File: config.mk
export PLATFORM = sky130hd
export DESIGN_NAME = vt_escape_input_decoder_unit
export DESIGN_NICKNAME = d
export VERILOG_FILES = /design/src/rtl/vtd_pkg.sv /design/src/rtl/vtd_front.sv /design/src/rtl/vtd_queue.sv /design/src/rtl/vtd_back.sv /design/src/rtl/vt_escape_input_decoder_unit.sv
export SDC_FILE = /design/constraint.sdc
export NUM_CORES = 1
export LEC_CHECK = 0
export ABC_CLOCK_PERIOD_IN_PS = 10000
export BUFFER_PORTS_ARGS = -buffer_cell sky130_fd_sc_hd__clkbuf_2
export CAP_MARGIN = 0
export CORE_AREA = 2 2 189 191
export DETAILED_ROUTE_END_ITERATION = 16
export DIE_AREA = 0 0 191 193
export PLACE_DENSITY = 0.78
export SYNTH_ARGS = -nofsm -noshare
export SYNTH_HDL_FRONTEND = slang
export SYNTH_HIERARCHICAL = 1
export SYNTH_SLANG_ARGS = --single-unit
File: constraint.sdc
create_clock -name clock -period 10 [get_ports clock]
set_input_delay 1.5 -clock clock [delete_from_list [all_inputs] [get_ports clock]]
set_output_delay 1.5 -clock clock [all_outputs]
set_load 0.03 [all_outputs]
File: src/rtl/vtd_pkg.sv
// Shared types, constants and decode functions for the VT escape input decoder.
package vtd_pkg;

   // Width at which every accumulated number saturates (valid range 8 to 32).
   localparam int NUMBER_WIDTH = 16;
   // Decoded-event queue between the parser and the result stage; a power of two.
   localparam int QUEUE_DEPTH  = 4;
   localparam int QPTR_WIDTH   = $clog2(QUEUE_DEPTH);

   typedef logic [NUMBER_WIDTH-1:0] number_type;
   typedef logic [20:0]             char_type;
   typedef logic [2:0]              mods_type;
   typedef logic [15:0]             coord_type;

   localparam number_type NUM_MAX = '1;

   typedef enum logic [1:0] {
      KIND_KEY   = 2'd0,
      KIND_CHAR  = 2'd1,
      KIND_MOUSE = 2'd2
   } kind_type;

   typedef enum logic [3:0] {
      KEY_ESC    = 4'd0,
      KEY_UP     = 4'd1,
      KEY_DOWN   = 4'd2,
      KEY_RIGHT  = 4'd3,
      KEY_LEFT   = 4'd4,
      KEY_HOME   = 4'd5,
      KEY_END    = 4'd6,
      KEY_INSERT = 4'd7,
      KEY_DELETE = 4'd8,
      KEY_PGUP   = 4'd9,
      KEY_PGDN   = 4'd10
   } key_type;

   typedef enum logic [2:0] {
      BTN_LEFT       = 3'd0,
      BTN_MIDDLE     = 3'd1,
      BTN_RIGHT      = 3'd2,
      BTN_WHEEL_UP   = 3'd3,
      BTN_WHEEL_DOWN = 3'd4
   } button_type;

   typedef enum logic [1:0] {
      ACT_DOWN   = 2'd0,
      ACT_UP     = 2'd1,
      ACT_DRAG   = 2'd2,
      ACT_SCROLL = 2'd3
   } action_type;

   typedef enum logic [3:0] {
      ST_GROUND = 4'b0001,
      ST_ESC    = 4'b0010,
      ST_CSI    = 4'b0100,
      ST_SS3    = 4'b1000
   } parser_state_type;

   localparam char_type CH_ESC    = 21'h1B;
   localparam char_type CH_LBRACK = 21'h5B;
   localparam char_type CH_SS3_O  = 21'h4F;
   localparam char_type CH_LESS   = 21'h3C;
   localparam char_type CH_TILDE  = 21'h7E;
   localparam char_type CH_SEMI   = 21'h3B;
   localparam char_type CH_0      = 21'h30;
   localparam char_type CH_9      = 21'h39;
   localparam char_type CH_A      = 21'h41;
   localparam char_type CH_B      = 21'h42;
   localparam char_type CH_C      = 21'h43;
   localparam char_type CH_D      = 21'h44;
   localparam char_type CH_F      = 21'h46;
   localparam char_type CH_H      = 21'h48;
   localparam char_type CH_M_UP   = 21'h4D;
   localparam char_type CH_M_LOW  = 21'h6D;

   localparam logic [31:0] MOUSE_WHEEL_UP   = 32'd64;
   localparam logic [31:0] MOUSE_WHEEL_DOWN = 32'd65;
   localparam logic [31:0] COORD_MAX        = 32'd65534;

   typedef struct packed {
      kind_type   kind;
      key_type    key;
      char_type   chr;
      mods_type   mods;
      button_type button;
      action_type action;
      coord_type  column;
      coord_type  row;
   } event_type;

   // One queue entry: an optional pending escape key followed by an optional event.
   typedef struct packed {
      logic      has_esc;
      mods_type  esc_mods;
      logic      has_event;
      event_type ev;
   } entry_type;

   typedef struct packed {
      logic empty;
      logic full;
   } queue_status_type;

   typedef struct packed {
      logic    hit;
      key_type key;
   } key_hit_type;

   // v * 10 + d, saturated at the number width.
   function automatic number_type add_digit(number_type v, logic [3:0] d);
      logic [NUMBER_WIDTH+3:0] wide;
      wide = ({4'b0, v} << 3) + ({4'b0, v} << 1) + (NUMBER_WIDTH + 4)'(d);
      return (wide > {4'b0, NUM_MAX}) ? NUM_MAX : wide[NUMBER_WIDTH-1:0];
   endfunction

   // Reported mouse coordinate to zero-based, clamped.
   function automatic coord_type to_coord(number_type v);
      logic [31:0] w;
      w = 32'(v) - 32'd1;
      if (v == '0) return '0;
      return (w > COORD_MAX) ? COORD_MAX[15:0] : w[15:0];
   endfunction

   function automatic key_hit_type letter_key(char_type ch);
      key_hit_type r;
      r.hit = 1'b1;
      r.key = KEY_ESC;
      unique case (ch)
         CH_A:    r.key = KEY_UP;
         CH_B:    r.key = KEY_DOWN;
         CH_C:    r.key = KEY_RIGHT;
         CH_D:    r.key = KEY_LEFT;
         CH_H:    r.key = KEY_HOME;
         CH_F:    r.key = KEY_END;
         default: r.hit = 1'b0;
      endcase
      return r;
   endfunction

   function automatic key_hit_type tilde_key(number_type n);
      key_hit_type r;
      r.hit = 1'b1;
      r.key = KEY_ESC;
      unique case (32'(n)) inside
         32'd1, 32'd7: r.key = KEY_HOME;
         32'd2:        r.key = KEY_INSERT;
         32'd3:        r.key = KEY_DELETE;
         32'd4, 32'd8: r.key = KEY_END;
         32'd5:        r.key = KEY_PGUP;
         32'd6:        r.key = KEY_PGDN;
         default:      r.hit = 1'b0;
      endcase
      return r;
   endfunction

   function automatic event_type build_key_ev(key_type key, mods_type mods);
      event_type e;
      e      = '0;
      e.kind = KIND_KEY;
      e.key  = key;
      e.mods = mods;
      return e;
   endfunction

endpackage

File: src/rtl/vtd_front.sv
// Parser front end: accepts requests, tracks escape state and queues decoded events.
module vtd_front (
   input  logic                      clock,
   input  logic                      reset,
   input  logic                      req_valid,
   output logic                      req_ready,
   input  logic                      req_operation,
   input  logic [20:0]               req_in_char,
   input  logic [2:0]                req_in_mods,
   input  vtd_pkg::queue_status_type q_status,
   output logic                      q_push,
   output vtd_pkg::entry_type        q_entry
);

   vtd_pkg::parser_state_type ps_ff, ps_in;
   logic                      sgr_ff, sgr_in;
   vtd_pkg::mods_type         esc_mods_ff, esc_mods_in;
   vtd_pkg::number_type       tilde_ff, tilde_in;
   logic                      tilde_done_ff, tilde_done_in;
   logic [1:0]                fc_ff, fc_in;
   vtd_pkg::number_type       fv_ff [3];
   vtd_pkg::number_type       fv_in [3];
   vtd_pkg::number_type       cur_ff, cur_in;

   logic                accept;
   logic                is_digit;
   logic                do_clear, do_digit, do_semi;
   vtd_pkg::event_type  char_ev, mouse_ev;
   logic                mouse_ok;
   vtd_pkg::key_hit_type letter_hit, tilde_hit;
   vtd_pkg::number_type mb, mx, my;
   logic                wheel_up, wheel_down;
   vtd_pkg::entry_type  ent;

   assign req_ready = !q_status.full;
   assign accept    = req_valid && req_ready;
   assign is_digit  = (req_in_char >= vtd_pkg::CH_0) && (req_in_char <= vtd_pkg::CH_9);

   assign letter_hit = vtd_pkg::letter_key(req_in_char);
   assign tilde_hit  = vtd_pkg::tilde_key(tilde_ff);

   always_comb begin
      char_ev      = '0;
      char_ev.kind = vtd_pkg::KIND_CHAR;
      char_ev.chr  = req_in_char;
      char_ev.mods = req_in_mods;
   end

   // The field being typed when the final arrives stands in for the next stored one.
   assign mb         = (fc_ff == 2'd0) ? cur_ff : fv_ff[0];
   assign mx         = (fc_ff == 2'd1) ? cur_ff : fv_ff[1];
   assign my         = (fc_ff == 2'd2) ? cur_ff : fv_ff[2];
   assign mouse_ok   = (fc_ff >= 2'd2);
   assign wheel_up   = (32'(mb) == vtd_pkg::MOUSE_WHEEL_UP);
   assign wheel_down = (32'(mb) == vtd_pkg::MOUSE_WHEEL_DOWN);

   always_comb begin
      mouse_ev        = '0;
      mouse_ev.kind   = vtd_pkg::KIND_MOUSE;
      mouse_ev.mods   = {mb[4], mb[3], mb[2]};
      mouse_ev.column = vtd_pkg::to_coord(mx);
      mouse_ev.row    = vtd_pkg::to_coord(my);
      if (wheel_up || wheel_down) begin
         mouse_ev.button = wheel_up ? vtd_pkg::BTN_WHEEL_UP : vtd_pkg::BTN_WHEEL_DOWN;
         mouse_ev.action = vtd_pkg::ACT_SCROLL;
      end else begin
         unique case (mb[1:0])
            2'd1:    mouse_ev.button = vtd_pkg::BTN_MIDDLE;
            2'd2:    mouse_ev.button = vtd_pkg::BTN_RIGHT;
            default: mouse_ev.button = vtd_pkg::BTN_LEFT;
         endcase
         if (mb[5]) begin
            mouse_ev.action = vtd_pkg::ACT_DRAG;
         end else if ((req_in_char == vtd_pkg::CH_M_LOW) || (mb[1:0] == 2'd3)) begin
            mouse_ev.action = vtd_pkg::ACT_UP;
         end else begin
            mouse_ev.action = vtd_pkg::ACT_DOWN;
         end
      end
   end

   always_comb begin
      ps_in         = ps_ff;
      sgr_in        = sgr_ff;
      esc_mods_in   = esc_mods_ff;
      ent           = '0;
      ent.esc_mods  = esc_mods_ff;
      do_clear      = 1'b0;
      do_digit      = 1'b0;
      do_semi       = 1'b0;
      if (accept) begin
         if (req_operation) begin
            ent.has_esc = (ps_ff == vtd_pkg::ST_ESC);
            ps_in       = vtd_pkg::ST_GROUND;
            sgr_in      = 1'b0;
            do_clear    = 1'b1;
         end else begin
            unique case (ps_ff)
               vtd_pkg::ST_GROUND: begin
                  if (req_in_char == vtd_pkg::CH_ESC) begin
                     ps_in       = vtd_pkg::ST_ESC;
                     esc_mods_in = req_in_mods;
                  end else begin
                     ent.has_event = 1'b1;
                     ent.ev        = char_ev;
                  end
               end
               vtd_pkg::ST_ESC: begin
                  if (req_in_char == vtd_pkg::CH_LBRACK) begin
                     ps_in    = vtd_pkg::ST_CSI;
                     sgr_in   = 1'b0;
                     do_clear = 1'b1;
                  end else if (req_in_char == vtd_pkg::CH_SS3_O) begin
                     ps_in = vtd_pkg::ST_SS3;
                  end else begin
                     ent.has_esc = 1'b1;
                     if (req_in_char == vtd_pkg::CH_ESC) begin
                        ps_in       = vtd_pkg::ST_ESC;
                        esc_mods_in = req_in_mods;
                     end else begin
                        ps_in         = vtd_pkg::ST_GROUND;
                        ent.has_event = 1'b1;
                        ent.ev        = char_ev;
                     end
                  end
               end
               vtd_pkg::ST_SS3: begin
                  ent.has_event = letter_hit.hit;
                  ent.ev        = vtd_pkg::build_key_ev(letter_hit.key, '0);
                  ps_in         = vtd_pkg::ST_GROUND;
               end
               vtd_pkg::ST_CSI: begin
                  if (sgr_ff) begin
                     if ((req_in_char == vtd_pkg::CH_M_UP) ||
                         (req_in_char == vtd_pkg::CH_M_LOW)) begin
                        ent.has_event = mouse_ok;
                        ent.ev        = mouse_ev;
                        ps_in         = vtd_pkg::ST_GROUND;
                        sgr_in        = 1'b0;
                        do_clear      = 1'b1;
                     end else if (is_digit) begin
                        do_digit = 1'b1;
                     end else if (req_in_char == vtd_pkg::CH_SEMI) begin
                        do_semi = 1'b1;
                     end else begin
                        ps_in    = vtd_pkg::ST_GROUND;
                        sgr_in   = 1'b0;
                        do_clear = 1'b1;
                     end
                  end else if (req_in_char == vtd_pkg::CH_LESS) begin
                     sgr_in   = 1'b1;
                     do_clear = 1'b1;
                  end else if (req_in_char == vtd_pkg::CH_TILDE) begin
                     ent.has_event = tilde_hit.hit;
                     ent.ev        = vtd_pkg::build_key_ev(tilde_hit.key, '0);
                     ps_in         = vtd_pkg::ST_GROUND;
                     sgr_in        = 1'b0;
                     do_clear      = 1'b1;
                  end else if (is_digit) begin
                     do_digit = 1'b1;
                  end else if (req_in_char == vtd_pkg::CH_SEMI) begin
                     do_semi = 1'b1;
                  end else begin
                     ent.has_event = letter_hit.hit;
                     ent.ev        = vtd_pkg::build_key_ev(letter_hit.key, '0);
                     ps_in         = vtd_pkg::ST_GROUND;
                     sgr_in        = 1'b0;
                     do_clear      = 1'b1;
                  end
               end
               default: ;
            endcase
         end
      end
   end

   // Parameter accumulation.
   always_comb begin
      tilde_in      = tilde_ff;
      tilde_done_in = tilde_done_ff;
      fc_in         = fc_ff;
      fv_in         = fv_ff;
      cur_in        = cur_ff;
      if (do_clear) begin
         tilde_in      = '0;
         tilde_done_in = 1'b0;
         fc_in         = 2'd0;
         fv_in[0]      = '0;
         fv_in[1]      = '0;
         fv_in[2]      = '0;
         cur_in        = '0;
      end else if (do_digit) begin
         if (!tilde_done_ff) begin
            tilde_in = vtd_pkg::add_digit(tilde_ff, req_in_char[3:0]);
         end
         cur_in = vtd_pkg::add_digit(cur_ff, req_in_char[3:0]);
      end else if (do_semi) begin
         tilde_done_in = 1'b1;
         if (fc_ff != 2'd3) begin
            fv_in[fc_ff] = cur_ff;
            fc_in        = fc_ff + 2'd1;
         end
         cur_in = '0;
      end
   end

   assign q_push  = accept && (ent.has_esc || ent.has_event);
   assign q_entry = ent;

   always_ff @(posedge clock) begin
      if (reset) begin
         ps_ff         <= vtd_pkg::ST_GROUND;
         sgr_ff        <= 1'b0;
         esc_mods_ff   <= '0;
         tilde_ff      <= '0;
         tilde_done_ff <= 1'b0;
         fc_ff         <= 2'd0;
         fv_ff[0]      <= '0;
         fv_ff[1]      <= '0;
         fv_ff[2]      <= '0;
         cur_ff        <= '0;
      end else begin
         ps_ff         <= ps_in;
         sgr_ff        <= sgr_in;
         esc_mods_ff   <= esc_mods_in;
         tilde_ff      <= tilde_in;
         tilde_done_ff <= tilde_done_in;
         fc_ff         <= fc_in;
         fv_ff         <= fv_in;
         cur_ff        <= cur_in;
      end
   end

endmodule

File: src/rtl/vtd_queue.sv
// Small flip-flop queue of decoded entries between the parser and the result stage.
module vtd_queue (
   input  logic                      clock,
   input  logic                      reset,
   input  logic                      push,
   input  vtd_pkg::entry_type        push_entry,
   input  logic                      pop,
   output vtd_pkg::entry_type        head,
   output vtd_pkg::queue_status_type status
);

   vtd_pkg::entry_type                 mem_ff [vtd_pkg::QUEUE_DEPTH];
   logic [vtd_pkg::QPTR_WIDTH-1:0]     wptr_ff, wptr_in;
   logic [vtd_pkg::QPTR_WIDTH-1:0]     rptr_ff, rptr_in;
   logic [vtd_pkg::QPTR_WIDTH:0]       count_ff, count_in;

   assign status.empty = (count_ff == '0);
   assign status.full  = (count_ff == (vtd_pkg::QPTR_WIDTH + 1)'(vtd_pkg::QUEUE_DEPTH));
   assign head         = mem_ff[rptr_ff];

   always_comb begin
      wptr_in  = wptr_ff + (vtd_pkg::QPTR_WIDTH)'(push);
      rptr_in  = rptr_ff + (vtd_pkg::QPTR_WIDTH)'(pop);
      count_in = count_ff + (vtd_pkg::QPTR_WIDTH + 1)'(push) - (vtd_pkg::QPTR_WIDTH + 1)'(pop);
   end

   always_ff @(posedge clock) begin
      if (reset) begin
         wptr_ff  <= '0;
         rptr_ff  <= '0;
         count_ff <= '0;
      end else begin
         wptr_ff  <= wptr_in;
         rptr_ff  <= rptr_in;
         count_ff <= count_in;
      end
   end

   always_ff @(posedge clock) begin
      if (push) begin
         mem_ff[wptr_ff] <= push_entry;
      end
   end

   a_no_push_full: assert property (@(posedge clock) disable iff (reset)
      !(push && status.full))
      else $error("queue pushed while full");

   a_no_pop_empty: assert property (@(posedge clock) disable iff (reset)
      !(pop && status.empty))
      else $error("queue popped while empty");

   a_count_bounded: assert property (@(posedge clock) disable iff (reset)
      count_ff <= (vtd_pkg::QPTR_WIDTH + 1)'(vtd_pkg::QUEUE_DEPTH))
      else $error("queue count above its depth");

endmodule

File: src/rtl/vtd_back.sv
// Result stage: expands queue entries into one or two registered result items.
module vtd_back (
   input  logic                      clock,
   input  logic                      reset,
   input  vtd_pkg::entry_type        head,
   input  vtd_pkg::queue_status_type q_status,
   output logic                      q_pop,
   output logic                      rsp_valid,
   input  logic                      rsp_ready,
   output vtd_pkg::event_type        rsp_event,
   output logic                      rsp_last
);

   logic               valid_ff, valid_in;
   logic               done_ff, done_in;
   vtd_pkg::event_type ev_ff, ev_in;
   logic               last_ff, last_in;
   logic               load;

   assign load = !valid_ff || rsp_ready;

   always_comb begin
      q_pop    = 1'b0;
      valid_in = valid_ff && !rsp_ready;
      done_in  = done_ff;
      ev_in    = ev_ff;
      last_in  = last_ff;
      if (load && !q_status.empty) begin
         valid_in = 1'b1;
         if (head.has_esc && !done_ff) begin
            // Pending escape key goes first; its entry stays if an event follows.
            ev_in   = vtd_pkg::build_key_ev(vtd_pkg::KEY_ESC, head.esc_mods);
            last_in = !head.has_event;
            if (head.has_event) begin
               done_in = 1'b1;
            end else begin
               q_pop = 1'b1;
            end
         end else begin
            ev_in   = head.ev;
            last_in = 1'b1;
            done_in = 1'b0;
            q_pop   = 1'b1;
         end
      end
   end

   always_ff @(posedge clock) begin
      if (reset) begin
         valid_ff <= 1'b0;
         done_ff  <= 1'b0;
      end else begin
         valid_ff <= valid_in;
         done_ff  <= done_in;
      end
   end

   always_ff @(posedge clock) begin
      ev_ff   <= ev_in;
      last_ff <= last_in;
   end

   assign rsp_valid = valid_ff;
   assign rsp_event = ev_ff;
   assign rsp_last  = last_ff;

   a_done_has_head: assert property (@(posedge clock) disable iff (reset)
      done_ff |-> (!q_status.empty && head.has_esc && head.has_event))
      else $error("escape marked sent without a two-result entry at the head");

   a_not_last_means_done: assert property (@(posedge clock) disable iff (reset)
      (valid_ff && !last_ff) |-> done_ff)
      else $error("non-final result shown without its follow-up pending");

   a_hold_while_stalled: assert property (@(posedge clock) disable iff (reset)
      (valid_ff && !rsp_ready) |=> (valid_ff && $stable(ev_ff) && $stable(last_ff)))
      else $error("result changed while waiting for the receiver");

endmodule

File: src/rtl/vt_escape_input_decoder_unit.sv
// Top level of the VT escape input decoder: parser, event queue and result stage.
//
// Usage: each request on the req_ channel is either a character (req_operation 0)
// with its code point and modifier bits, or a flush tick (req_operation 1) sent
// when the input goes idle. Decoded character, key and SGR mouse events leave on
// the rsp_ channel, one field per port; rsp_last marks the final result caused by
// a request. A request causes zero, one or two results; two only when a pending
// escape is released by an ordinary character.
// The parser writes the queue when it accepts a request, and the result register
// then loads from the queue when it is free, so rsp_valid comes from a register.
// Throughput: one request per cycle while the queue has room; the parser state
// update is a registered loop. The result register drains one item per cycle
// while rsp_ready is high; the four-entry queue absorbs the extra result items.
// Reset puts the parser in the ground state, clears all parameters and empties
// the queue and the result register. When the receiver stalls, the result holds
// and the parser keeps taking requests until the queue fills; req_ready then
// drops until the back end makes room.
module vt_escape_input_decoder_unit (
   input  logic        clock,
   input  logic        reset,
   input  logic        req_valid,
   output logic        req_ready,
   input  logic        req_operation,
   input  logic [20:0] req_in_char,
   input  logic [2:0]  req_in_mods,
   output logic        rsp_valid,
   input  logic        rsp_ready,
   output logic [1:0]  rsp_event_kind,
   output logic [3:0]  rsp_key_code,
   output logic [20:0] rsp_out_char,
   output logic [2:0]  rsp_out_mods,
   output logic [2:0]  rsp_mouse_button,
   output logic [1:0]  rsp_mouse_action,
   output logic [15:0] rsp_column,
   output logic [15:0] rsp_row,
   output logic        rsp_last
);

   // Queue handshake between the front and back parts.
   vtd_pkg::queue_status_type q_status;
   vtd_pkg::entry_type        q_entry;
   vtd_pkg::entry_type        q_head;
   logic                      q_push;
   logic                      q_pop;
   vtd_pkg::event_type        rsp_event;

   // The front end classifies every accepted request and queues what it produces.
   vtd_front u_front (
      .clock         (clock),
      .reset         (reset),
      .req_valid     (req_valid),
      .req_ready     (req_ready),
      .req_operation (req_operation),
      .req_in_char   (req_in_char),
      .req_in_mods   (req_in_mods),
      .q_status      (q_status),
      .q_push        (q_push),
      .q_entry       (q_entry)
   );

   vtd_queue u_queue (
      .clock      (clock),
      .reset      (reset),
      .push       (q_push),
      .push_entry (q_entry),
      .pop        (q_pop),
      .head       (q_head),
      .status     (q_status)
   );

   // The back end turns each entry into result items through the output register.
   vtd_back u_back (
      .clock     (clock),
      .reset     (reset),
      .head      (q_head),
      .q_status  (q_status),
      .q_pop     (q_pop),
      .rsp_valid (rsp_valid),
      .rsp_ready (rsp_ready),
      .rsp_event (rsp_event),
      .rsp_last  (rsp_last)
   );

   assign rsp_event_kind   = rsp_event.kind;
   assign rsp_key_code     = rsp_event.key;
   assign rsp_out_char     = rsp_event.chr;
   assign rsp_out_mods     = rsp_event.mods;
   assign rsp_mouse_button = rsp_event.button;
   assign rsp_mouse_action = rsp_event.action;
   assign rsp_column       = rsp_event.column;
   assign rsp_row          = rsp_event.row;

endmodule
==> impl_metrics.tcl, run 1 <==
set metrics [dict create \
    status "complete, no violations" \
    setup_viol 0 \
    leakagePower_nw 8.63 \
    fin_nets 1774 \
    fin_crit_sh_pct 48.5 \
    num_rows 69 \
    avgSynthCellArea_um2 13.5 \
    cpMostUsedCell "nand3_1" \
    grt_max_degree 73 \
    firstDrtPassIters 7 \
    layout.cells.non_filler 2163 \
    cts.sinks 456 \
    r2r_slack_ns 5.75 \
    critPathBufInv 2 \
    grt_pass1_wl_um 72500 \
    hpwl_um 29100 \
    cpLargestDelayFamily "simple AND/OR/NAND/NOR gates" \
    fin_tns_setup_ns 0 \
    rsz0062_at_grt "false" \
    dieArea_um2 36900 \
    cts_repair_resize_count 0 \
    cts_setup_buffers 0 \
    final_util_pct 67.3 \
    crit_required_ns 10.19 \
    floorplan.initialDensity_pct 61.2 \
    hold_depth 2 \
    antenna_found_initial 3 \
    fin_crit_ns 4.85 \
    wl_per_cell_um 21.4 \
    worstMarginPinSlew_ns 1.09 \
    gp_congestion 0.873 \
    crit_slowest_cell "buf_4" \
    root_buffer "clkbuf_16" \
    clock_skew_ns 0.0206 \
    cts_max_path_buffers 3 \
    hold_class "reg2reg" \
    cp-start-kind "input port" \
    synth_area_um2 21400 \
    core_um2 35000 \
    syn2layout_area_growth_pct 9.85 \
    synth_seq_area_share_pct 59.3 \
    whs_ns 0.453 \
    stdcell_area_um2 23500 \
    placement.io_buffers 98 \
    crit_chain "clkbuf_2 -> nor4_4 -> nand3_1 -> nor4_1 -> nand3_1 -> o21bai_1 -> a21oi_1 -> o211ai_1 -> and3_2 -> buf_4" \
    yosys_warnings 6 \
    path_clk_slew_ns 0.06 \
    crit_arrival_ns 5.04 \
    path_max_fanout 62 \
    drtIter0Drc 1004 \
    finalMaxSlewViolations 0 \
    slew_headroom_pct 27.4 \
    min_to "u_front/fv_ff[46]$_SDFFE_PP0P_" \
    crit_path_end_kind "flop" \
    postPlaceCellArea_um2 22100 \
    reg2reg_from "u_front/fc_ff[0]$_SDFFE_PP0P_" \
    cts_hold_buf 0 \
    synthDistinctLibCells 82 \
    die_w_um 191 \
    vias 13300 \
    reg2reg_to "u_queue/mem_ff[1][4]$_DFFE_PP_" \
    hp-start "u_front/fv_ff[46]$_SDFFE_PP0P_" \
    rr_worst_depth 9 \
    cts_tree "done" \
    grt_util_all_layers_pct 25.7 \
    ys_ff_latch 456 \
    drive_above_1_share_pct 18.2 \
    wl_um 46400 \
    dp.cells 2080 \
    fmax_mhz 206 \
    ir_worst_vdd_uv 185 \
    route.detailed.drc 0 \
    cts_max_level 2 \
    via_per_inst 6.14 \
    slowest_delay_ns 0.74 \
    grt_pass1_vias 13100 \
    io_pins 99 \
    clk_latency_ns 0.58 \
    die_h_um 193 \
    path_class "in2reg" \
    cap_violations 0 \
    hold_viol 0 \
    cts_made_buffers 44 \
    synth_edf_count 356 \
    synth_async_sr_flop_share_pct 0 \
    syn-num-nets 1698 \
    synthCells 1589 \
    grt.overflow.total 0 \
    antenna_left 0 \
    synth_flop_cell "edfxtp_1" \
    cellPowerDensity_nw_per_um2 222 \
]
cells in the final DEF (no fill, tap or decap), drive strengths merged, types with 7 or more instances in the layout:
| cell type | instances |
|---|---|
| nor2 | 99 |
| a21o | 11 |
| ha | 75 |
| a211oi | 11 |
| buf | 15 |
| dfxtp | 100 |
| and2 | 90 |
| edfxtp | 356 |
| o31ai | 7 |
| xor2 | 18 |
| and3 | 12 |
| nor4 | 28 |
| mux2 | 7 |
| nand2b | 16 |
| o21a | 7 |
| mux4 | 72 |
| inv | 34 |
| nor3b | 11 |
| a21oi | 98 |
| nand2 | 132 |
| o21ai | 50 |
| mux2i | 36 |
| clkinv | 17 |
| nor2b | 12 |
| a211o | 12 |
| clkbuf | 154 |
| or3 | 14 |
| xnor2 | 38 |
| nor3 | 43 |
| nand3 | 25 |
through the flow:
stage	setup WS (ns)	power [mW]
floorplan	0.861	3.36
global placement	4.72	3.57
detailed placement	4.66	3.61
CTS	5.19	5.26
global route	4.76	5.41
finish	5.15	5.22
where the power goes:
part	total (mW)	internal [mW]	switching, mW
registers	2.42	2.33	0.0939
clock network	1.65	0.942	0.706
logic	1.15	0.421	0.727
total	5.22	3.69	1.53
cell usage after synthesis, types with 14 or more instances:
library cell	n	area share [%]
or3_1	14	0.41
nor4_1	23	0.67
buf_2	20	0.47
clkbuf_1	41	0.72
and2_1	63	1.8
nand2_1	131	2.3
xnor2_1	38	1.6
a21oi_1	98	2.3
xor2_1	18	0.74
mux2i_1	36	1.7
nor3_1	43	1.0
edfxtp_1	356	50
o21ai_0	48	1.1
and2_4	27	1.1
dfxtp_1	100	9.4
nand3_1	25	0.58
ha_1	75	4.4
nand2b_1	15	0.44
inv_1	32	0.56
nor2_1	99	1.7
mux4_2	70	7.4
state kept, by name (all words and copies together), names as in the netlist:
register	cells
u_front/ps_ff	4
u_front/esc_mods_ff	3
u_front/cur_ff	16
u_front/sgr_ff	1
u_back/done_ff	1
u_back/rsp_last	1
u_front/tilde_ff	16
u_back/rsp_valid	1
u_queue/rptr_ff	2
u_front/fv_ff	48
u_queue/count_ff	3
u_queue/wptr_ff	2
u_front/fc_ff	2
u_back/rsp_event	67
u_front/tilde_done_ff	1
u_queue/mem_ff	288
logic make-up after synthesis:
kind of cell | Yosys count | synth area share [%]
AO/OA/AOI/OAI | 246 | 7.38
XOR/XNOR | 57 | 2.40
adder cells (fa/ha/maj) | 80 | 4.85
buffers and inverters | 115 | 3.05
flip-flops | 456 | 59.3
multiplexers | 115 | 9.66
AND/OR/NAND/NOR | 520 | 13.4
tightest hold or removal path, cell delays in order, from the launching register on:
cell and delay [ns]:
dfxtp_1 0.31, nand2_1 0.05, a21oi_1 0.05
final cells by class:
type                       instances  area [um^2]
tap                              461          577
inverter                          32          120
sequential                       456        12700
clock inverter                    25          244
timing repair buffer             113          603
clock buffer                      56         1180
fill                            2410        11500
antenna                            2         5.00
multi-input combinational       1018         8090
worst max-delay path by stage:
stage                    start                               to  slack [ns]  depth (start not counted)
2_1_floorplan   req_in_char[2]   u_queue/mem_ff[0][0]$_DFFE_PP_        0.86                         10
3_3_place_gp   req_in_char[15]  u_queue/mem_ff[3][19]$_DFFE_PP_        4.72                         10
3_5_place_dp   req_in_char[15]  u_queue/mem_ff[3][24]$_DFFE_PP_        4.66                         10
4_1_cts        req_in_char[15]  u_queue/mem_ff[3][17]$_DFFE_PP_        5.19                         10
5_1_grt        req_in_char[15]  u_queue/mem_ff[3][17]$_DFFE_PP_        4.76                         10
6_report       req_in_char[15]  u_queue/mem_ff[3][17]$_DFFE_PP_        5.15                         10
metal layers:
metal / share of wire, % / up-vias / GRT usage (%)
li1: - / 6140 / -
met1: 41 / 6584 / 34.2
met2: 49 / 471 / 43.0
met3: 6.5 / 92 / 4.87
met4: 2.9 / 0 / 8.59
met5: 0 / - / 0
Note: power is estimated with default switching activity, not from simulation.
==> inputs of run 2 (changes only) <==
Settings changed: ABC_CLOCK_PERIOD_IN_PS 10000 to 4000, CORE_AREA 2 2 189 191 to 2 2 199 201, DIE_AREA 0 0 191 193 to 0 0 201 203, PLACE_DENSITY 0.78 to 0.74.
Clock period 10 ns to 4 ns, I/O delays scaled along.
==> run 2 against run 1 <==
Power rose to 2.5 times the previous value. Setup slack worse by 4.9 ns. Final area up 1.9%. Critical path type is now reg2reg. Register-to-register slack worse by 5.5 ns. Routed wire length down 2.8%. Sequential share of layout area down 0.99 points. Highest routed layer is now met5. Sequential power up 150%. Sequential cell count unchanged. Core utilization down 5.0 points. Hold slack worse by 0.076 ns.
==> impl_metrics.tcl, run 2 (same netlist as run 1, synthesis figures left out) <==
set metrics [dict create \
    status "complete, no violations" \
    core_um2 38500 \
    hpwl_um 29700 \
    root_buffer "clkbuf_16" \
    via_per_inst 5.88 \
    floorplan.initialDensity_pct 55.6 \
    cts_repair_resize_count 0 \
    vias 13200 \
    grt_pass1_vias 13100 \
    fin_crit_sh_pct 94.2 \
    ir_worst_vdd_uv 642 \
    cellPowerDensity_nw_per_um2 545 \
    fin_nets 1807 \
    crit_path_end_kind "flop" \
    cts_hold_buf 0 \
    final_common_cell "edfxtp_1" \
    syn2layout_area_growth_pct 11.9 \
    mostFrequentLayoutCells "356 x edfxtp_1, 131 x nand2_1, 98 x clkbuf_2, 98 x a21oi_1, 98 x dfxtp_1" \
    cts_max_path_buffers 3 \
    largest_register_ffs 288 \
    slew_headroom_pct 25.1 \
    stdcell_area_um2 24000 \
    cts.sinks 456 \
    grt_pass1_wl_um 72100 \
    path_max_fanout 9 \
    hold_viol 0 \
    cts_max_level 2 \
    rsz0062_at_grt "false" \
    grt.overflow.total 0 \
    die_h_um 203 \
    pre_cts_ws_ns 0.226 \
    leakagePower_nw 8.83 \
    num_rows 72 \
    wl_um 45100 \
    setup_viol 0 \
    crit_required_ns 4.27 \
    cp-start-kind "flop" \
    fin_crit_ns 3.77 \
    num_antenna_cells 0 \
    drtIter0Drc 892 \
    route.detailed.drc 0 \
    cts_setup_buffers 0 \
    clk_latency_ns 0.56 \
    firstDrtPassIters 7 \
    die_w_um 201 \
    antenna_left 0 \
    grt_util_all_layers_pct 22.3 \
    grt_max_degree 72 \
    dieArea_um2 40800 \
    io_pins 99 \
    antenna_found_initial 1 \
    postPlaceCellArea_um2 22500 \
    max_flop_register "u_queue/mem_ff" \
    wl_per_cell_um 20.0 \
    fmax_mhz 266 \
    gp_congestion 0.907 \
    worstMarginPinSlew_ns 1.12 \
    path_class "reg2reg" \
    cap_violations 0 \
    cts_made_buffers 45 \
    cts_tree "done" \
    path_clk_slew_ns 0.06 \
    crit_arrival_ns 4.04 \
    finalMaxSlewViolations 0 \
    drive_above_1_share_pct 20.5 \
    setup_slack_ns 0.234 \
    placement.io_buffers 98 \
    hold_class "in2reg" \
    clock_skew_ns 0.0246 \
]
## run 2: cell type report
cell class                      instances  area, um^2
Inverter                               32         120
Tap cell                              518         648
Multi-Input combinational cell       1018        8110
Sequential cell                       456       12700
Timing Repair Buffer                  145         893
Clock inverter                         23         248
Clock buffer                           60        1230
Fill cell                            2845       14500
## run 2: final timing paths
path,startpoint,to,slack (ns),cells past startpoint
worst min register to register,u_front/fv_ff[32]$_SDFFE_PP0P_,u_front/fv_ff[32]$_SDFFE_PP0P_,0.45,2
worst min-delay path,req_in_mods[0],u_front/esc_mods_ff[0]$_SDFFE_PP0P_,0.38,3
worst max register to register,u_front/fc_ff[0]$_SDFFE_PP0P_,u_queue/mem_ff[0][0]$_DFFE_PP_,0.23,11
worst max-delay path,u_front/fc_ff[0]$_SDFFE_PP0P_,u_queue/mem_ff[0][0]$_DFFE_PP_,0.23,11
## run 2: worst max-delay path: stages (launching register included)
cell and delay (ns):
dfxtp_1 0.35, inv_1 0.12, ha_1 0.38, mux2_2 0.42, inv_1 0.09, ha_1 0.21
o221ai_1 0.21, or4_1 0.64, or3_1 0.40, a211oi_1 0.23, o211ai_1 0.12, o31a_1 0.30
## run 2: metrics by stage
step / utilization, % / TNS [ns] / hold WS [ns] / total power [mW] / cells
final: 62.3 / 0 / 0.378 / 13.1 / 2252
after detailed placement: 58.4 / 0 / 0.445 / 9.01 / 2169
after global routing: 62.3 / 0 / 0.395 / 13.6 / 2252
after floorplan: - / -33.61 / 0.427 / 8.38 / 1589
after global placement: 58.4 / 0 / 0.439 / 8.96 / 2169
after CTS: 62.3 / 0 / 0.352 / 13.2 / 2252
## run 2: routing by layer
metal / global-route usage, % / share of wire (%) / up-vias / wire (um)
li1: - / - / 6211 / -
met1: 32.2 / 45 / 6532 / 20200
met2: 35.8 / 47 / 417 / 21100
met3: 3.50 / 6.1 / 74 / 2760
met4: 5.74 / 2.2 / 2 / 994
met5: 0 / 0.036 / - / 16
## run 2: power breakdown
part / total [mW] / switching, mW / leakage, nW / internal [mW]
Clock: 4.19 / 1.74 / 0.719 / 2.44
Sequential: 5.96 / 0.145 / 4.21 / 5.82
Combinational: 2.92 / 1.84 / 3.90 / 1.07
==> inputs of run 3 (changes only) <==
Settings changed: REMOVE_ABC_BUFFERS set to 1.
==> run 3 against run 2 <==
Power fell by 0.34%. Clock skew fell by 0.0025 ns. Sequential share of layout area fell by 0.25 points. Critical path depth did not move. Count of clock-buffer cells in the layout did not move. First-iteration DRC count rose by 23%. Critical endpoint unchanged. Highest routed layer is now met4.
==> impl_metrics.tcl, run 3 (same netlist as run 1, synthesis figures left out) <==
set metrics [dict create \
    status "complete, no violations" \
    final_common_cell "edfxtp_1" \
    ir_worst_vdd_uv 372 \
    grt.overflow.total 0 \
    antenna_found_initial 0 \
    grt_util_all_layers_pct 23.7 \
    setup_viol 0 \
    via_per_inst 5.93 \
    dieArea_um2 40800 \
    fmax_mhz 267 \
    crit_arrival_ns 4.03 \
    drive_above_1_share_pct 20.7 \
    cts_max_path_buffers 3 \
    fin_nets 1822 \
    hold_class "in2reg" \
    stdcell_area_um2 24100 \
    leakagePower_nw 8.89 \
    max_flop_register "u_queue/mem_ff" \
    vias 13400 \
    cts.sinks 456 \
    cts_repair_resize_count 0 \
    grt_pass1_wl_um 75900 \
    route.detailed.drc 0 \
    gp_congestion 0.883 \
    grt_pass1_vias 13600 \
    largest_register_ffs 288 \
    cellPowerDensity_nw_per_um2 541 \
    core_um2 38500 \
    die_h_um 203 \
    die_w_um 201 \
    min_to "u_front/esc_mods_ff[0]$_SDFFE_PP0P_" \
    wl_um 47700 \
    wl_per_cell_um 21.0 \
    postPlaceCellArea_um2 22600 \
    drtIter0Drc 1101 \
    clock_skew_ns 0.0221 \
    antenna_left 0 \
    floorplan.initialDensity_pct 55.6 \
    mostFrequentLayoutCells "356 x edfxtp_1, 130 x nand2_1, 98 x clkbuf_2, 98 x a21oi_1, 98 x dfxtp_1" \
    root_buffer "clkbuf_16" \
    path_class "reg2reg" \
    num_rows 72 \
    rr_worst_depth 11 \
    syn2layout_area_growth_pct 12.4 \
    cap_violations 0 \
    slew_headroom_pct 22.5 \
    hold_depth 3 \
    crit_required_ns 4.29 \
    cts_max_level 2 \
    fin_crit_sh_pct 93.5 \
    num_antenna_cells 0 \
    cts_made_buffers 46 \
    hp-start "req_in_mods[0]" \
    grt_max_degree 72 \
    reg2reg_from "u_front/fc_ff[0]$_SDFFE_PP0P_" \
    hpwl_um 31600 \
    clk_latency_ns 0.56 \
    hold_viol 0 \
    cts_hold_buf 0 \
    placement.io_buffers 98 \
    finalMaxSlewViolations 0 \
    crit_path_end_kind "flop" \
    cts_setup_buffers 0 \
    fin_tns_setup_ns 0 \
    path_clk_slew_ns 0.06 \
    path_max_fanout 5 \
    fin_crit_ns 3.74 \
    cts_tree "done" \
    r2r_slack_ns 0.26 \
    rsz0062_at_grt "false" \
    io_pins 99 \
    cp-start-kind "flop" \
    reg2reg_to "u_queue/mem_ff[0][0]$_DFFE_PP_" \
    worstMarginPinSlew_ns 1.16 \
    firstDrtPassIters 5 \
]
-- run 3: metal layers --
metal  GRT usage, %  up-vias  share of wire, %
li1               -     6241                 -
met1           32.5     6690                43
met2           40.2      446                49
met3           3.37       67               6.0
met4           6.06        0               1.9
met5              0        -                 0
-- run 3: critical path: stages (launching register included) --
cell and delay (ns):
dfxtp_1 0.35, inv_1 0.12, ha_1 0.28, mux2_2 0.40, inv_1 0.09, ha_1 0.21, o221ai_1 0.21, or4_1 0.64
or3_1 0.43, a211oi_1 0.31, o211ai_1 0.14, o31a_1 0.29
-- run 3: cell type report --
cell class | instances | area (um^2)
fill | 2842 | 14400
sequential | 456 | 12700
clock buffer | 60 | 1220
clock inverter | 24 | 191
inverter | 32 | 120
multi-input combinational | 1018 | 8100
timing repair buffer | 159 | 1090
tap | 518 | 648
-- run 3: metrics by stage --
step           hold slack [ns]  worst slack, ns  cells  utilization, %  power, mW
3_3_place_gp             0.437            0.268   2183            58.9       9.07
6_report                 0.340            0.259   2267            62.6       13.0
5_1_grt                  0.349           0.0862   2267            62.6       13.5
3_5_place_dp             0.445            0.160   2183            58.9       9.12
2_1_floorplan            0.427            -4.89   1506               -       8.27
4_1_cts                  0.328            0.149   2267            62.6       13.2
-- run 3: worst max path at each step --
stage	from	end	slack (ns)	cells past startpoint
3_5_place_dp	u_front/fc_ff[1]$_SDFFE_PP0P_	u_queue/mem_ff[2][29]$_DFFE_PP_	0.16	10
6_report	u_front/fc_ff[0]$_SDFFE_PP0P_	u_queue/mem_ff[0][0]$_DFFE_PP_	0.26	11
5_1_grt	u_front/fc_ff[1]$_SDFFE_PP0P_	u_queue/mem_ff[3][16]$_DFFE_PP_	0.09	10
2_1_floorplan	u_front/ps_ff[3]$_SDFFE_PP0P_	u_queue/mem_ff[0][0]$_DFFE_PP_	-4.89	6
4_1_cts	u_front/fc_ff[1]$_SDFFE_PP0P_	u_queue/mem_ff[0][29]$_DFFE_PP_	0.15	10
3_3_place_gp	u_front/fc_ff[1]$_SDFFE_PP0P_	u_queue/mem_ff[2][31]$_DFFE_PP_	0.27	10
-- run 3: power by group --
part           leakage [nW]  switching [mW]  internal [mW]
registers              4.21           0.151           5.81
logic                  3.99            1.90           1.10
clock network         0.685            1.76           2.30
total                  8.89            3.81           9.21
